## src/sv/csvfs_pkg.sv

```systemverilog
`timescale 1ns / 1ps

package csvfs_pkg;

  // Default sizes of one line
  localparam int DEF_MAX_LINE   = 4096;
  localparam int DEF_MAX_FIELDS = 4096;

  // Register reset values and the fixed terminator byte
  localparam logic [7:0] SEP_RESET   = 8'd44;  // ','
  localparam logic [7:0] QUOTE_RESET = 8'd34;  // '"'
  localparam logic [7:0] TERM_CHAR   = 8'h00;

  // Configuration register indexes
  typedef enum logic [0:0] {
    CFG_SEPARATOR = 1'b0,
    CFG_QUOTE     = 1'b1
  } cfg_idx_t;

  // Per-field status bits
  typedef struct packed {
    logic overflow;
    logic unbalanced;
    logic last_field;
  } field_flags_t;

endpackage

```

## src/sv/csvfs_core.sv

```systemverilog
`timescale 1ns / 1ps

module csvfs_core #(
  parameter int MAX_LINE   = csvfs_pkg::DEF_MAX_LINE,
  parameter int MAX_FIELDS = csvfs_pkg::DEF_MAX_FIELDS,
  localparam int POS_W     = $clog2(MAX_LINE + 1),
  localparam int COL_W     = $clog2(MAX_FIELDS)
) (
  input  logic                    clk,
  input  logic                    rst_n,
  input  logic                    step_en,
  input  logic [7:0]              line_byte,
  input  logic [7:0]              separator_char,
  input  logic [7:0]              quote_char,
  output logic                    res_valid,
  output logic [POS_W-1:0]        res_start,
  output logic [POS_W-1:0]        res_end,
  output logic [COL_W-1:0]        res_column,
  output csvfs_pkg::field_flags_t res_flags
);

  localparam logic [POS_W-1:0] POS_MAX = POS_W'(MAX_LINE);
  localparam logic [COL_W-1:0] COL_MAX = COL_W'(MAX_FIELDS - 1);

  logic             in_quotes_r, in_quotes_nxt;
  logic             quote_pend_r, quote_pend_nxt;
  logic             has_close_r, has_close_nxt;
  logic [POS_W-1:0] position_r, position_nxt;
  logic [POS_W-1:0] start_r, start_nxt;
  logic [POS_W-1:0] close_pos_r, close_pos_nxt;
  logic [COL_W-1:0] column_r, column_nxt;
  logic             ovf_r, ovf_nxt;

  logic             is_term, is_quote, is_sep, dbl_quote;
  logic             pos_at_max, col_at_max;
  logic [POS_W-1:0] pos_inc;
  logic             inq1, hc1;
  logic [POS_W-1:0] cp1, end_raw;
  logic             emit;

  always_comb begin
    is_term    = (line_byte == csvfs_pkg::TERM_CHAR);
    is_quote   = !is_term && (line_byte == quote_char);
    is_sep     = !is_term && (line_byte == separator_char);
    dbl_quote  = quote_pend_r && is_quote;
    pos_at_max = (position_r == POS_MAX);
    col_at_max = (column_r == COL_MAX);
    pos_inc    = pos_at_max ? position_r : position_r + POS_W'(1);

    // A pending quote not followed by another closes the quoted section
    inq1 = quote_pend_r ? 1'b0 : in_quotes_r;
    hc1  = quote_pend_r ? 1'b1 : has_close_r;
    cp1  = close_pos_r;
    if (quote_pend_r) begin
      cp1 = (position_r == '0) ? '0 : position_r - POS_W'(1);
    end
    end_raw = hc1 ? cp1 : position_r;

    in_quotes_nxt  = in_quotes_r;
    quote_pend_nxt = quote_pend_r;
    has_close_nxt  = has_close_r;
    position_nxt   = position_r;
    start_nxt      = start_r;
    close_pos_nxt  = close_pos_r;
    column_nxt     = column_r;
    ovf_nxt        = ovf_r;
    emit           = 1'b0;
    res_flags      = '0;

    if (dbl_quote) begin
      quote_pend_nxt = 1'b0;
      position_nxt   = pos_inc;
      ovf_nxt        = ovf_r | pos_at_max;
    end else if (is_term) begin
      emit                 = 1'b1;
      res_flags.last_field = 1'b1;
      res_flags.unbalanced = inq1;
      res_flags.overflow   = ovf_r;
      in_quotes_nxt  = 1'b0;
      quote_pend_nxt = 1'b0;
      has_close_nxt  = 1'b0;
      position_nxt   = '0;
      start_nxt      = '0;
      close_pos_nxt  = '0;
      column_nxt     = '0;
      ovf_nxt        = 1'b0;
    end else begin
      in_quotes_nxt  = inq1;
      quote_pend_nxt = 1'b0;
      has_close_nxt  = hc1;
      close_pos_nxt  = cp1;
      position_nxt   = pos_inc;
      ovf_nxt        = ovf_r | pos_at_max;
      if (is_quote) begin
        if (!inq1) begin
          in_quotes_nxt = 1'b1;
          start_nxt     = pos_inc;
        end else begin
          quote_pend_nxt = 1'b1;
        end
      end else if (is_sep && !inq1) begin
        emit          = 1'b1;
        ovf_nxt       = ovf_r | pos_at_max | col_at_max;
        column_nxt    = col_at_max ? column_r : column_r + COL_W'(1);
        start_nxt     = pos_inc;
        has_close_nxt = 1'b0;
        res_flags.overflow = ovf_r | pos_at_max | col_at_max;
      end
    end

    res_valid  = step_en && emit;
    res_start  = start_r;
    res_end    = (end_raw < start_r) ? start_r : end_raw;
    res_column = column_r;
  end

  always_ff @(posedge clk) begin
    if (!rst_n) begin
      in_quotes_r  <= 1'b0;
      quote_pend_r <= 1'b0;
      has_close_r  <= 1'b0;
      position_r   <= '0;
      start_r      <= '0;
      close_pos_r  <= '0;
      column_r     <= '0;
      ovf_r        <= 1'b0;
    end else if (step_en) begin
      in_quotes_r  <= in_quotes_nxt;
      quote_pend_r <= quote_pend_nxt;
      has_close_r  <= has_close_nxt;
      position_r   <= position_nxt;
      start_r      <= start_nxt;
      close_pos_r  <= close_pos_nxt;
      column_r     <= column_nxt;
      ovf_r        <= ovf_nxt;
    end
  end

endmodule

```

## src/sv/csv_field_splitter.sv

```systemverilog
`timescale 1ns / 1ps

// csv_field_splitter: tokenizes a NUL-terminated CSV line, one byte per
// input transaction, and reports each field's bounds.
//
// Channels:
//   in_*   : one line byte per transaction; byte 0 ends the line.
//   out_*  : one transaction per field, on a separator outside quotes or
//            at the terminator. tlast marks the line's last field; tuser
//            carries the unbalanced-quote and overflow flags.
//   cfg_*  : register writes (separator and quote byte), always ready.
//            Write only while the block is idle.
// Throughput: one byte per cycle while in_tready is high. The quote/position
// state is registered and updated on every accepted byte.
// The byte that ends a field loads its result into the output register or skid.
// Stall: a two-entry output (register plus skid) keeps bytes flowing while
// one result waits; in_tready drops only once a second result fills the
// skid entry, and rises again the cycle after the waiting result is taken.
// Reset: synchronous; clears line state and output valids and restores
// the separator to ',' and the quote to '"'.
module csv_field_splitter #(
  parameter int MAX_LINE   = csvfs_pkg::DEF_MAX_LINE,
  parameter int MAX_FIELDS = csvfs_pkg::DEF_MAX_FIELDS,
  localparam int POS_W     = $clog2(MAX_LINE + 1),
  localparam int COL_W     = $clog2(MAX_FIELDS),
  localparam int FLD_W     = 2 * POS_W + COL_W,
  localparam int DATA_W    = ((FLD_W + 7) / 8) * 8
) (
  input  logic              clk,
  input  logic              rst_n,
  // input stream
  input  logic              in_tvalid,
  output logic              in_tready,
  input  logic [7:0]        in_tdata,   // line_byte
  // result stream
  output logic              out_tvalid,
  input  logic              out_tready,
  output logic [DATA_W-1:0] out_tdata,  // field_start, field_end, column, zero pad
  output logic              out_tlast,  // last_field
  output logic [1:0]        out_tuser,  // unbalanced, overflow
  // configuration writes
  input  logic              cfg_valid,
  output logic              cfg_ready,
  input  logic [0:0]        cfg_index,
  input  logic [7:0]        cfg_data
);

  typedef struct packed {
    logic [POS_W-1:0]        field_start;
    logic [POS_W-1:0]        field_end;
    logic [COL_W-1:0]        column;
    csvfs_pkg::field_flags_t flags;
  } result_t;

  logic [7:0] sep_r, quote_r;

  logic                    in_fire;
  logic                    res_valid;
  logic [POS_W-1:0]        res_start, res_end;
  logic [COL_W-1:0]        res_column;
  csvfs_pkg::field_flags_t res_flags;
  result_t                 res;

  logic    out_valid_r, skid_valid_r;
  result_t out_data_r, skid_data_r;

  assign cfg_ready = 1'b1;

  always_ff @(posedge clk) begin
    if (!rst_n) begin
      sep_r   <= csvfs_pkg::SEP_RESET;
      quote_r <= csvfs_pkg::QUOTE_RESET;
    end else if (cfg_valid) begin
      case (csvfs_pkg::cfg_idx_t'(cfg_index))
        csvfs_pkg::CFG_SEPARATOR: sep_r   <= cfg_data;
        csvfs_pkg::CFG_QUOTE:     quote_r <= cfg_data;
        default: ;
      endcase
    end
  end

  assign in_tready = !skid_valid_r;
  assign in_fire   = in_tvalid && in_tready;

  csvfs_core #(
    .MAX_LINE   (MAX_LINE),
    .MAX_FIELDS (MAX_FIELDS)
  ) u_core (
    .clk            (clk),
    .rst_n          (rst_n),
    .step_en        (in_fire),
    .line_byte      (in_tdata),
    .separator_char (sep_r),
    .quote_char     (quote_r),
    .res_valid      (res_valid),
    .res_start      (res_start),
    .res_end        (res_end),
    .res_column     (res_column),
    .res_flags      (res_flags)
  );

  assign res = '{field_start: res_start, field_end: res_end,
                 column: res_column, flags: res_flags};

  // Output register with one skid entry behind it
  always_ff @(posedge clk) begin
    if (!rst_n) begin
      out_valid_r  <= 1'b0;
      skid_valid_r <= 1'b0;
    end else if (out_tready || !out_valid_r) begin
      if (skid_valid_r) begin
        out_valid_r  <= 1'b1;
        skid_valid_r <= 1'b0;
      end else begin
        out_valid_r <= res_valid;
      end
    end else if (res_valid) begin
      skid_valid_r <= 1'b1;
    end
  end

  always_ff @(posedge clk) begin
    if (out_tready || !out_valid_r) begin
      out_data_r <= skid_valid_r ? skid_data_r : res;
    end else if (res_valid) begin
      skid_data_r <= res;
    end
  end

  assign out_tvalid = out_valid_r;
  assign out_tdata  = DATA_W'({out_data_r.column, out_data_r.field_end,
                               out_data_r.field_start});
  assign out_tlast  = out_data_r.flags.last_field;
  assign out_tuser  = {out_data_r.flags.overflow, out_data_r.flags.unbalanced};

`ifndef SYNTH
  // The skid entry only ever holds data behind a full output register
  a_skid_behind_out: assert property (@(posedge clk) disable iff (!rst_n)
    skid_valid_r |-> out_valid_r)
    else $error("skid entry valid while output register empty");

  // The skid entry fills only when the output was stalled
  a_skid_fill_on_stall: assert property (@(posedge clk) disable iff (!rst_n)
    $rose(skid_valid_r) |-> $past(out_valid_r && !out_tready && res_valid))
    else $error("skid entry filled without a stall");

  // An open quote can only be reported on the line's last field
  a_unbal_last: assert property (@(posedge clk) disable iff (!rst_n)
    out_valid_r && out_data_r.flags.unbalanced |-> out_data_r.flags.last_field)
    else $error("unbalanced flag on a non-final field");

  // Field end is clamped so it never precedes the start
  a_end_ge_start: assert property (@(posedge clk) disable iff (!rst_n)
    out_valid_r |-> out_data_r.field_end >= out_data_r.field_start)
    else $error("field end below field start");
`endif

endmodule
```

## config.mk

```make
export PLATFORM = sky130hd
export DESIGN_NAME = csv_field_splitter
export DESIGN_NICKNAME = d
export VERILOG_FILES = /design/src/sv/csvfs_pkg.sv /design/src/sv/csvfs_core.sv /design/src/sv/csv_field_splitter.sv
export SDC_FILE = /design/constraint.sdc
export NUM_CORES = 1
export LEC_CHECK = 0
export BUFFER_PORTS_ARGS = -buffer_cell sky130_fd_sc_hd__buf_2
export CORE_MARGIN = 2
export CORE_UTILIZATION = 40
export CTS_CLUSTER_SIZE = 24
export DETAILED_ROUTE_END_ITERATION = 8
export GPL_TIMING_DRIVEN = 0
export SLEW_MARGIN = 20
export SYNTH_ARGS = -nofsm -noshare
export SYNTH_HDL_FRONTEND = slang
export SYNTH_SLANG_ARGS = --single-unit
```

## constraint.sdc

```tcl
create_clock -name clk -period 4.7 [get_ports clk]
set_clock_uncertainty 0.15 [all_clocks]
set_input_delay 0.235 -clock clk [delete_from_list [all_inputs] [get_ports clk]]
set_output_delay 0.235 -clock clk [all_outputs]
set_load 0.02 [all_outputs]
```

# Word level (Yosys, flattened, before mapping)
# Cells that the tools add are included.
classes:
  bitwise: 6
  multipliers: 0
  mux: 42
  n_eq_ne: 7
  reduce_logical: 22
  n_addsub: 3
  div_mod_pow: 0
  n_shift: 0
  magnitude_cmp: 1
ops:
  columns: ["cell", "n"]
  rows:
  - ["two-way mux 13 bit", 12]
  - ["two-way mux 12 bit", 4]
  - ["two-way mux 41 bit", 1]
  - ["two-way mux 1 bit", 23]
  - ["equality test 8 bit", 2]
  - ["adder 13 x 1 -> 13 bit, second input constant", 1]
  - ["equality test 13 bit, second input constant", 1]
  - ["logical NOT 13 bit", 1]
  - ["less-than comparator 13 bit", 1]
  - ["subtractor 13 x 1 -> 13 bit, second input constant", 1]
  - ["adder 12 x 1 -> 12 bit, second input constant", 1]
  - ["equality test 12 bit, second input constant", 1]
  - ["logical NOT 8 bit", 1]
  - ["AND reduction 2 bit", 4]
  - ["logical AND 1 bit", 6]
  - ["AND reduction 5 bit", 1]
  - ["logical NOT 1 bit", 4]
  - ["!= test 2 x 1 -> 1 bit, second input constant", 2]
  - ["inverter 1 bit", 4]
  - ["AND reduction 4 bit", 1]
  - ["two-way mux 3 bit", 1]
  - ["!= test 3 x 2 -> 1 bit, second input constant", 1]
  - ["nonzero test 3 bit", 1]
  - ["two-way mux 2 bit", 1]
  - ["4 further kinds", 5]
totals:
  in_bits: 22
  register_bits: 155
  ramBits: 0
  wordCells: 105
  mem_count: 0
  latch_bits: 0
  romBits: 0

# Longest topological paths before layout
# Gate-level depths: netlist of the first run.
logic_depth:
  depth_word: 10
  ltp_mapped: 15
  depth_no_buf: 13

# By module
# A second synthesis of the first run with hierarchy kept.
unflattened:
  cells_unflattened: 706
  area_unflattened_um2: 7823.8
by_module_without_submodules:
  columns: ["module", "cells_per_inst", "area_each_um2", "n_inst"]
  rows:
  - ["csv_field_splitter", 212, 3926.3, 1]
  - ["csvfs_core", 494, 3897.5, 1]

# Worst setup path before layout of the first run
# OpenSTA, ideal clock, no wires.
synth_timing:
  path_type: "register to register"
  start: "register out_valid_r (netlist: out_tvalid)"
  end: "register skid_data_r[0] in the netlist's numbering, enable pin"
  arrival_ps: 4378
  path_buffers: 0
  path_stages_with_launch: 3
  setup_ps: 490
  path_slack_ps: -318
  cell_sequence: "dfxtp_1 nand2b_1 nor3_1"
synth_via:
  elab_chain_cells: 4
synth_lines:
  columns: ["element", "line", "source"]
  rows:
  - ["start: declaration", "csv_field_splitter.sv:64", "logic out_valid_r, skid_valid_r;"]
  - ["start signal: assignment", "csv_field_splitter.sv:115", "out_valid_r <= res_valid;"]
  - ["logical NOT 1 bit", "csv_field_splitter.sv:123", "if (out_tready || !out_valid_r) begin"]
  - ["logical OR 1 bit", "csv_field_splitter.sv:123", null]
  - ["inverter 1 bit (no source line)", null, null]
  - ["AND reduction 2 bit (no source line)", null, null]
  - ["end signal: assignment", "csv_field_splitter.sv:126", "skid_data_r <= res;"]
  - ["end: declaration", "csv_field_splitter.sv:65", "result_t out_data_r, skid_data_r;"]
# Every way passes these cells.
# A chain may end at the register's enable or synchronous reset.

# Worst setup path in the final report of the first run
layout_timing:
  start: "register u_core.position_r[0]"
  end: "register out_data_r, in the netlist out_tdata[23] (data pin)"
layout_via:
  elab_chain_cells: 7
layout_lines:
  columns: ["element", "line", "source"]
  rows:
  - ["start: declaration", "csvfs_core.sv:28", "logic [POS_W-1:0] position_r, position_nxt;"]
  - ["start signal: assignment", "csvfs_core.sv:131", "position_r <= position_nxt;"]
  - ["subtractor 13 x 1 -> 13 bit / logical NOT 13 bit (equally long branches)", "csvfs_core.sv:55", "cp1 = (position_r == '0) ? '0 : position_r - POS_W'(1);"]
  - ["two-way mux 13 bit", "csvfs_core.sv:55", null]
  - ["two-way mux 13 bit", "csvfs_core.sv:54", "if (quote_pend_r) begin"]
  - ["two-way mux 13 bit *", "csvfs_core.sv:57", "end_raw = hc1 ? cp1 : position_r;"]
  - ["less-than comparator 13 bit", "csvfs_core.sv:113", "res_end = (end_raw < start_r) ? start_r : end_raw;"]
  - ["two-way mux 13 bit *", "csvfs_core.sv:113", null]
  - ["net res_end[10]", "csv_field_splitter.sv:59", "logic [POS_W-1:0] res_start, res_end;"]
  - ["two-way mux 41 bit *", "csv_field_splitter.sv:124", "out_data_r <= skid_valid_r ? skid_data_r : res;"]
  - ["end signal: assignment", "csv_field_splitter.sv:124", null]
  - ["end: declaration", "csv_field_splitter.sv:65", null]
# The timed path passes the listed nets; every way through them passes the cells marked *.

==> flow_metrics.env, run 1 <==
export IMPL_status="finished, final reports clean"
export IMPL_vias=5559
export IMPL_antenna_found_initial=0
export IMPL_synthTopCellsByArea="edfxtp_1 (33%), dfxtp_1 (20%), nand2_1 (5.3%)"
export IMPL_drt_first_pass_iters=5
export IMPL_drc=0
export IMPL_global_route_overflow_total=0
export IMPL_ioPinCount=68
export IMPL_synthCells=713
export IMPL_synth_cell_type_count=61
export IMPL_synth_top_cell_by_area="edfxtp_1"
export IMPL_ir_drop_mv=0.221
export IMPL_max_cap_violations=0
export IMPL_dr_first_iter_drc_count=511
export IMPL_core_area_um2=18500
export IMPL_finalCritPeriodShare_pct=95.1
export IMPL_cp_top_family="simple AND/OR/NAND/NOR gates"
export IMPL_die_area_um2=19800
export IMPL_ys_warnings_count=0
export IMPL_cp_num_buf_inv=2
export IMPL_worstPathMaxFanout=11
export IMPL_grt_pass1_wl_um=28000
export IMPL_stdcell_area_um2=8850
export IMPL_fmax_mhz=224
export IMPL_dp_hpwl_um=12600
export IMPL_synthFlopType="edfxtp_1"
export IMPL_ant_nets=0
export IMPL_synth_top_cell_area_share_pct=32.9
export IMPL_synth_edf_count=82
export IMPL_grt_max_degree=33
export IMPL_wl_um=17600
export IMPL_die_h_um=141
export IMPL_drive_above_1_share_pct=18.6
export IMPL_timing_final_crit_period_ns=4.47
export IMPL_worst_hold_path_type="in -> reg"
export IMPL_crit_top_cell="ha_1"
export IMPL_hold_viol_final=0
export IMPL_grt_pass1_vias=5243
export IMPL_place_congestion=0.893
export IMPL_mostFrequentLayoutCells="nand2_1 (105), edfxtp_1 (82), dfxtp_1 (73), buf_2 (66), o21ai_0 (37)"
export IMPL_finalHoldWorstSlack_ns=0.133
export IMPL_final_cells=1060
export IMPL_powerDensity_nw_per_um2=324
export IMPL_cp_slowest_stage_delay_ns=0.58
export IMPL_endpoint_kind="flop"
export IMPL_cts_htree_levels=4
export IMPL_synthToLayoutAreaGrowth_pct=18.2
export IMPL_drt_wirelength_per_cell_um=16.6
export IMPL_numCtsBuffers=17
export IMPL_finalNetCount=850
export IMPL_clkLatencyLatePin_ns=0.43
export IMPL_start_util_pct=40.4
export IMPL_start_kind="flop"
export IMPL_dpl_cell_count=1016
export IMPL_cp_required_ns=4.73
export IMPL_setup_violations_final=0
export IMPL_cts_root_buf="clkbuf_16"
export IMPL_diodes=0
export IMPL_cp_slowest_cell="or4_4"
export IMPL_worstPathCellList="inv_1, ha_1, or4b_4, or4_4, a31o_1, ha_1, and4_1, and3_1, nand3_1, o211ai_4, buf_6, mux2_4, mux2_2"
export IMPL_cts_sinks=155
export IMPL_max_slew_worst_pin_slew_ns=0.764
export IMPL_place_area_um2=8170
export IMPL_die_x_um=141
export IMPL_avgSynthCellArea_um2=10.5
export IMPL_viasPerCell=5.24
export IMPL_yosys_register_bits=155
export IMPL_row_count=50
export IMPL_max_slew_margin_rel_pct=49.1
export IMPL_io_buffers=64
export IMPL_synth_seq_area_share_pct=52.4
export IMPL_grt_usage_pct=18.2
export IMPL_p_leak_uw=0.00343
export IMPL_clk_pin_slew_ns=0.06
export IMPL_crit_type="reg -> reg"
export IMPL_final_common_cell="nand2_1"
export IMPL_rsz0062_at_grt="no"
export IMPL_crit_arrival_ns=4.50
export IMPL_cts_tree="yes"
export IMPL_cts_max_path_buffers=2
export IMPL_drv_slew=0
export IMPL_synth_async_reset_ratio_pct=0
export IMPL_synth_cell_area_um2=7480
[final cells by class]
| class | instances | area, µm² |
|---|---|---|
| multi-input cells | 495 | 3320 |
| fillers | 1733 | 9670 |
| repair buffers | 81 | 499 |
| clock buffers | 20 | 447 |
| plain buffers | 43 | 190 |
| flip-flops and latches | 155 | 3920 |
| well taps | 234 | 293 |
| inverters | 20 | 75.1 |
| clock inverters | 12 | 98.8 |
[cell usage after synthesis, types with 5 or more instances]
library cell and instances:
nand3_1 20, ha_1 15, nor2b_1 17, o22ai_1 19
nand2b_1 6, mux2_4 9, nand2_1 105, mux2i_1 15
o2bb2ai_1 8, and2_1 14, and3_1 5, dfxtp_1 73
a21boi_0 19, xor2_1 15, inv_1 19, mux2_2 26
nor4_1 11, a21o_1 6, o21ai_0 37, a22oi_1 7
nor2_1 22, nor3_1 10, xnor2_1 21, a21oi_1 21
edfxtp_1 82, clkbuf_1 33, o31ai_1 9, nand4_1 8
or3_1 7
[routing by layer]
layer,global-route usage [%],routed length [µm],vias up
met5,0,0,-
met1,25.0,8590,2634
li1,-,-,2771
met4,5.89,258,0
met3,4.14,617,22
met2,28.8,8090,132
[registers in the layout (all words and copies together), names as in the netlist, 2 cells and up]
signal,cells
out_tdata,38
out_tuser,2
quote_r,8
sep_r,8
skid_data_r,41
u_core.close_pos_r,13
u_core.position_r,13
u_core.res_column,12
u_core.res_start,13
[timing repair]
action,in CTS,in global routing
endpoints found under the setup margin,20,7
buffers inserted,2,3
hold endpoints to repair,16,0
cloned,0,0
hold buffers,8,0
pin swaps,1,2
resized for setup,2,0
[power by group]
part | internal (µW) | leakage, µW | total [µW] | switching (µW)
combinational | 65.3 | 0.00166 | 156 | 91.0
clock | 737 | 0.000255 | 1280 | 543
sequential | 1420 | 0.00151 | 1430 | 9.21
total | 2230 | 0.00343 | 2870 | 644
[worst paths after layout]
check,start,to,slack (ns),cells after the start
max,u_core.position_r[0],out_tdata[23],0.23,13
min reg2reg,u_core.ovf_r,u_core.ovf_r,0.31,2
max reg2reg,u_core.position_r[0],out_tdata[23],0.23,13
min,in_tvalid,out_tvalid,0.13,3
[cells by family (layout without fill, tap and decap cells)]
group	count (synthesis)	count (layout)	synth area share, %
AOI/OAI and AO/OA	147	147	13.0
xor gates and xnor gates	36	36	4.21
adders and majority gates	15	15	2.51
buffers and inverters	64	176	3.60
DFF	155	155	52.4
muxes	50	50	7.73
other	2	3	0.100
and+or+nand+nor	244	244	16.4
[stage by stage]
stage,total power (µW),setup TNS (ns),utilization (%),worst slack [ns]
2_1_floorplan,1560,0,-,0.497
3_3_place_gp,1610,-14.46,43.8,-0.399
3_5_place_dp,1610,-3.87,44.1,-0.366
4_1_cts,2890,0,47.6,0.102
5_1_grt,2960,0,47.8,0.0347
6_report,2870,0,47.8,0.230
[worst min-delay path: cells and delay by family]
family,cells,cell delay [ns]
AO/OA/AOI/OAI,2,0.30
buffers and inverters,1,0.12
(Power assumes the default switching activity.)
==> run 2: changes to the inputs <==
Settings changed: ABC_AREA from default to 1, CTS_CLUSTER_SIZE 24 to 25.
==> flow_metrics.env, run 2 <==
export IMPL_synthFlopType="edfxtp_1"
export IMPL_dr_first_iter_drc_count=383
export IMPL_largest_reg_flops=41
export IMPL_endpoint_kind="flop"
export IMPL_p_leak_uw=0.00387
export IMPL_synth_top_cell_by_area="edfxtp_1"
export IMPL_ioPinCount=68
export IMPL_finalCritPeriodShare_pct=87.4
export IMPL_start_util_pct=40.8
export IMPL_synth_top_cell_area_share_pct=32.2
export IMPL_antenna_found_initial=0
export IMPL_cts_sinks=155
export IMPL_setup_violations_final=0
export IMPL_ir_drop_mv=0.231
export IMPL_max_cap_violations=0
export IMPL_die_area_um2=20200
export IMPL_clk_pin_slew_ns=0.06
export IMPL_rsz0062_at_grt="no"
export IMPL_yosys_register_bits=155
export IMPL_finalNetCount=1059
export IMPL_die_x_um=142
export IMPL_start_kind="flop"
export IMPL_report_power_total_uw=3380
export IMPL_viasPerCell=4.87
export IMPL_max_slew_margin_rel_pct=59.2
export IMPL_final_cells=1269
export IMPL_powerDensity_nw_per_um2=377
export IMPL_drc=0
export IMPL_wl_um=17800
export IMPL_cts_htree_levels=4
export IMPL_final_common_cell="nand2_1"
export IMPL_top_register="skid_data_r"
export IMPL_fmax_mhz=243
export IMPL_synth_async_reset_ratio_pct=0
export IMPL_crit_type="reg -> reg"
export IMPL_clkLatencyLatePin_ns=0.43
export IMPL_synth_edf_count=82
export IMPL_cts_root_buf="clkbuf_16"
export IMPL_ys_warnings_count=0
export IMPL_hold_viol_final=0
export IMPL_fill_cells=1797
export IMPL_place_congestion=0.937
export IMPL_synth_most_common_cell="nand2_1"
export IMPL_dp_hpwl_um=13200
export IMPL_worstPathMaxFanout=10
export IMPL_global_route_overflow_total=0
export IMPL_drt_first_pass_iters=5
export IMPL_diodes=0
export IMPL_synth_cell_type_count=36
export IMPL_stdcell_area_um2=8960
export IMPL_synth_common_cells="nand2_1 (260), nor2_1 (100), edfxtp_1 (82), dfxtp_1 (73), inv_1 (72)"
export IMPL_finalHoldWorstSlack_ns=0.0921
export IMPL_drv_slew=0
export IMPL_place_area_um2=8300
export IMPL_drive_above_1_share_pct=14.5
export IMPL_synth_seq_area_share_pct=51.4
export IMPL_crit_arrival_ns=4.15
export IMPL_grt_pass1_wl_um=28600
export IMPL_vias=6180
export IMPL_grt_max_degree=34
export IMPL_cts_max_path_buffers=2
export IMPL_cp_required_ns=4.74
export IMPL_drt_wirelength_per_cell_um=14.0
export IMPL_max_slew_worst_pin_slew_ns=0.612
export IMPL_avgSynthCellArea_um2=8.22
export IMPL_numCtsBuffers=17
export IMPL_pre_cts_ws_ns=0.582
export IMPL_timing_final_crit_period_ns=4.11
export IMPL_ant_nets=0
export IMPL_synthToLayoutAreaGrowth_pct=17.2
export IMPL_synthTopCellsByArea="edfxtp_1 (32%), dfxtp_1 (19%), nand2_1 (13%)"
export IMPL_core_area_um2=18700
export IMPL_mostFrequentLayoutCells="nand2_1 (259), nor2_1 (99), edfxtp_1 (82), dfxtp_1 (73), inv_1 (72)"
export IMPL_cts_setup_buffers=0
export IMPL_dpl_cell_count=1229
export IMPL_synthCells=929
export IMPL_worst_hold_path_type="in -> reg"
export IMPL_row_count=50
export IMPL_synth_cell_area_um2=7640
export IMPL_grt_usage_pct=18.2
export IMPL_fin_ws_ns=0.590
export IMPL_io_buffers=63
export IMPL_die_h_um=142
export IMPL_status="finished, final reports clean"
export IMPL_grt_pass1_vias=5580
export IMPL_cts_tree="yes"
export IMPL_timing_reg2reg_setup_slack_ns=0.59
[run 2: cell type report]
class	count	area (µm²)	share of cell area, %
Sequential cell	155	3920	43.8
Multi-Input combinational cell	658	3220	36.0
Clock buffer	22	495	5.53
Timing Repair Buffer	73	435	4.86
Tap cell	234	293	3.27
Inverter	77	289	3.23
Buffer	40	216	2.42
Clock inverter	10	78.8	0.880
[run 2: metrics by stage]
step / utilization [%] / setup TNS [ns]
finish: 47.9 / 0
global route: 47.9 / 0
CTS: 47.9 / 0
detailed placement: 44.4 / 0
global placement: 44.1 / -17.00
floorplan: - / 0
[run 2: report_power, final]
| part | total (µW) | leakage [µW] | switching (µW) | internal (µW) |
|---|---|---|---|---|
| Sequential | 1530 | 0.00148 | 23.5 | 1500 |
| Clock | 1330 | 0.000278 | 569 | 757 |
| Combinational | 523 | 0.00211 | 331 | 193 |
[run 2: routing by layer]
| layer | wire, µm | vias up | global-route usage [%] |
|---|---|---|---|
| met4 | 273 | 0 | 5.53 |
| met5 | 0 | - | 0 |
| met1 | 8760 | 2805 | 25.6 |
| met2 | 7980 | 131 | 28.0 |
| met3 | 806 | 20 | 4.24 |
| li1 | - | 3224 | - |
[run 2: path summary, 6_finish.rpt]
kind	from	to	cells past startpoint
max reg2reg	u_core.position_r[0]	skid_data_r[17]	16
min	cfg_index	sep_r[5]	3
min reg2reg	u_core.res_start[9]	skid_data_r[37]	0
max	u_core.position_r[0]	skid_data_r[17]	16
[run 2: worst max-delay path: stages, from the launching register on]
cell and delay, ns:
dfxtp_1 0.37, inv_1 0.15, ha_1 0.25, nand2_2 0.11, nor2_4 0.22, nand2_4 0.08
nand2_1 0.24, o21ai_0 0.22, o21ai_0 0.46, inv_1 0.09, ha_1 0.30, a21oi_1 0.12
o21ai_0 0.08, nor2_1 0.39, buf_2 0.35, nand3_1 0.13, and2_1 0.17
[run 2: what timing repair did]
item                                   in CTS  in global routing
hold buffers                                8                  0
gates resized for setup                     0                  0
endpoints found under the hold margin      16                  0
[run 2: logic make-up after synthesis]
group           after synthesis  share of synthesized area [%]
buf+inv                     117                           6.62
xor+xnor                     29                           3.32
other cells                   2                         0.0983
simple gates                476                           27.0
flops                       155                           51.4
compound gates              135                           9.17
fa+ha+maj                    15                           2.46
==> run 3: changes to the inputs <==
Settings changed: CORE_ASPECT_RATIO from default to 1.25.
==> flow_metrics.env, run 3 (synthesis gave the netlist of run 2 again) <==
export IMPL_drive_above_1_share_pct=14.6
export IMPL_rr_worst_depth=16
export IMPL_row_count=56
export IMPL_start_util_pct=40.7
export IMPL_cp_required_ns=4.74
export IMPL_grt_pass1_vias=5857
export IMPL_timing_final_crit_period_ns=4.07
export IMPL_crit_arrival_ns=4.11
export IMPL_dp_hpwl_um=13600
export IMPL_wl_um=18400
export IMPL_dr_first_iter_drc_count=437
export IMPL_clkLatencyLatePin_ns=0.43
export IMPL_worst_hold_path_type="in -> reg"
export IMPL_die_area_um2=20200
export IMPL_drc=0
export IMPL_final_common_cell="nand2_1"
export IMPL_viasPerCell=4.94
export IMPL_largest_reg_flops=41
export IMPL_max_cap_violations=0
export IMPL_cts_tree="yes"
export IMPL_io_buffers=63
export IMPL_die_x_um=128
export IMPL_grt_pass1_wl_um=29600
export IMPL_grt_max_degree=34
export IMPL_max_slew_margin_rel_pct=56.9
export IMPL_fin_util_pct=47.7
export IMPL_fmax_mhz=246
export IMPL_cp_slowest_stage_delay_ns=0.37
export IMPL_core_area_um2=18800
export IMPL_numCtsBuffers=17
export IMPL_cp_startpoint="u_core.position_r[0]"
export IMPL_top_register="skid_data_r"
export IMPL_powerDensity_nw_per_um2=378
export IMPL_cp_top_family="simple AND/OR/NAND/NOR gates"
export IMPL_drt_wirelength_per_cell_um=14.5
export IMPL_worstPathCellList="inv_1, ha_1, nand2_2, nor2_4, nand2_4, nand2_1, o21ai_0, o21ai_0, inv_1, ha_1, a21oi_1, o21ai_0, nor2_1, buf_2, nand3_1, and2_1"
export IMPL_rsz0062_at_grt="no"
export IMPL_mostFrequentLayoutCells="nand2_1 (259), nor2_1 (99), edfxtp_1 (82), dfxtp_1 (73), inv_1 (72)"
export IMPL_clk_pin_slew_ns=0.07
export IMPL_status="finished, final reports clean"
export IMPL_finalHoldWorstSlack_ns=0.0398
export IMPL_finalNetCount=1059
export IMPL_cp_slowest_cell="dfxtp_1"
export IMPL_ioPinCount=68
export IMPL_cts_sinks=155
export IMPL_die_h_um=159
export IMPL_r2r_start="u_core.position_r[0]"
export IMPL_cts_root_buf="clkbuf_16"
export IMPL_worstPathMaxFanout=10
export IMPL_cp_depth=16
export IMPL_cp_num_buf_inv=3
export IMPL_place_congestion=0.973
export IMPL_max_slew_worst_pin_slew_ns=0.646
export IMPL_ctsResizeCount=0
export IMPL_global_route_overflow_total=0
export IMPL_vias=6262
export IMPL_setup_violations_final=0
export IMPL_r2r_end="skid_data_r[17]"
export IMPL_ir_drop_mv=0.266
export IMPL_hold_viol_final=0
export IMPL_drv_slew=0
export IMPL_crit_end="skid_data_r[17]"
export IMPL_crit_type="reg -> reg"
export IMPL_cts_max_path_buffers=2
export IMPL_cts_htree_levels=4
export IMPL_crit_top_cell="o21ai_0"
export IMPL_drt_first_pass_iters=5
export IMPL_finalCritPeriodShare_pct=86.5
export IMPL_p_leak_uw=0.00386
export IMPL_start_kind="flop"
export IMPL_grt_usage_pct=19.0
export IMPL_synthToLayoutAreaGrowth_pct=17.2
export IMPL_ant_nets=0
export IMPL_antenna_found_initial=0
export IMPL_timing_reg2reg_setup_slack_ns=0.63
export IMPL_diodes=0
export IMPL_endpoint_kind="flop"
-- run 3: cell count changes in the layout (fill, tap and decap cells not counted) --
cell | previous run | this run
clkinvlp_4 | 2 | 4
buf_16 | 0 | 1
bufinv_16 | 0 | 1
buf_12 | 2 | 1
clkinv_1 | 2 | 1
clkinv_4 | 2 | 3
inv_6 | 3 | 4
clkbuf_16 | 18 | 17
clkbuf_8 | 3 | 0
-- run 3: how the worst min path moves through the flow --
stage	startpoint	endpoint	slack, ns	cells after the start
2_1_floorplan	cfg_data[1]	quote_r[1]	0.20	2
3_3_place_gp	u_core.res_start[12]	skid_data_r[40]	0.26	0
3_5_place_dp	u_core.res_start[4]	skid_data_r[32]	0.26	0
4_1_cts	in_tvalid	u_core.ovf_r	0.03	5
5_1_grt	in_tvalid	u_core.ovf_r	0.06	5
6_report	in_tvalid	u_core.ovf_r	0.04	5
-- run 3: what timing repair did --
item | in CTS | in global routing
endpoints found under the hold margin | 16 | 0
hold buffers | 8 | 0
buffers inserted | 0 | 0
-- run 3: per-stage QoR --
stage | worst slack (ns) | TNS, ns | power [µW] | std cells | area [µm²]
finish | 0.633 | 0 | 3390 | 1267 | 8950
global route | 0.266 | 0 | 3540 | 1267 | 8950
CTS | 0.630 | 0 | 3410 | 1267 | 8950
detailed placement | 0.651 | 0 | 2070 | 1227 | 8310
global placement | -0.302 | -12.18 | 2070 | 1225 | 8250
floorplan | 0.826 | 0 | 1940 | 930 | 7640
-- run 3: final cells by class --
type / count / area [µm²]
buffer: 40 / 216
clock buffer: 18 / 429
clock inverter: 14 / 138
fill: 1847 / 9820
inverter: 77 / 289
multi-input combinational: 658 / 3220
sequential: 155 / 3920
tap: 232 / 290
timing repair buffer: 73 / 443
-- run 3: metal layers --
layer  global-route usage, %  routed length [µm]
met5                       0                   0
met4                    9.31                 605
met3                    3.73                 940
met2                    31.8                8830
met1                    23.4                8030
-- run 3: worst register-to-register path, delay by kind of cell, from the launching register on --
family	cells	cell delay, ns
AOI/OAI and AO/OA	4	0.77
adders and majority gates	2	0.58
buffers and inverters	3	0.59
DFF	1	0.37
and+or+nand+nor	7	1.38
-- run 3: power by group --
part | total [µW] | internal, µW | switching (µW)
sequential | 1530 | 1500 | 24.0
clock | 1340 | 739 | 600
combinational | 519 | 193 | 326
total | 3390 | 2440 | 951
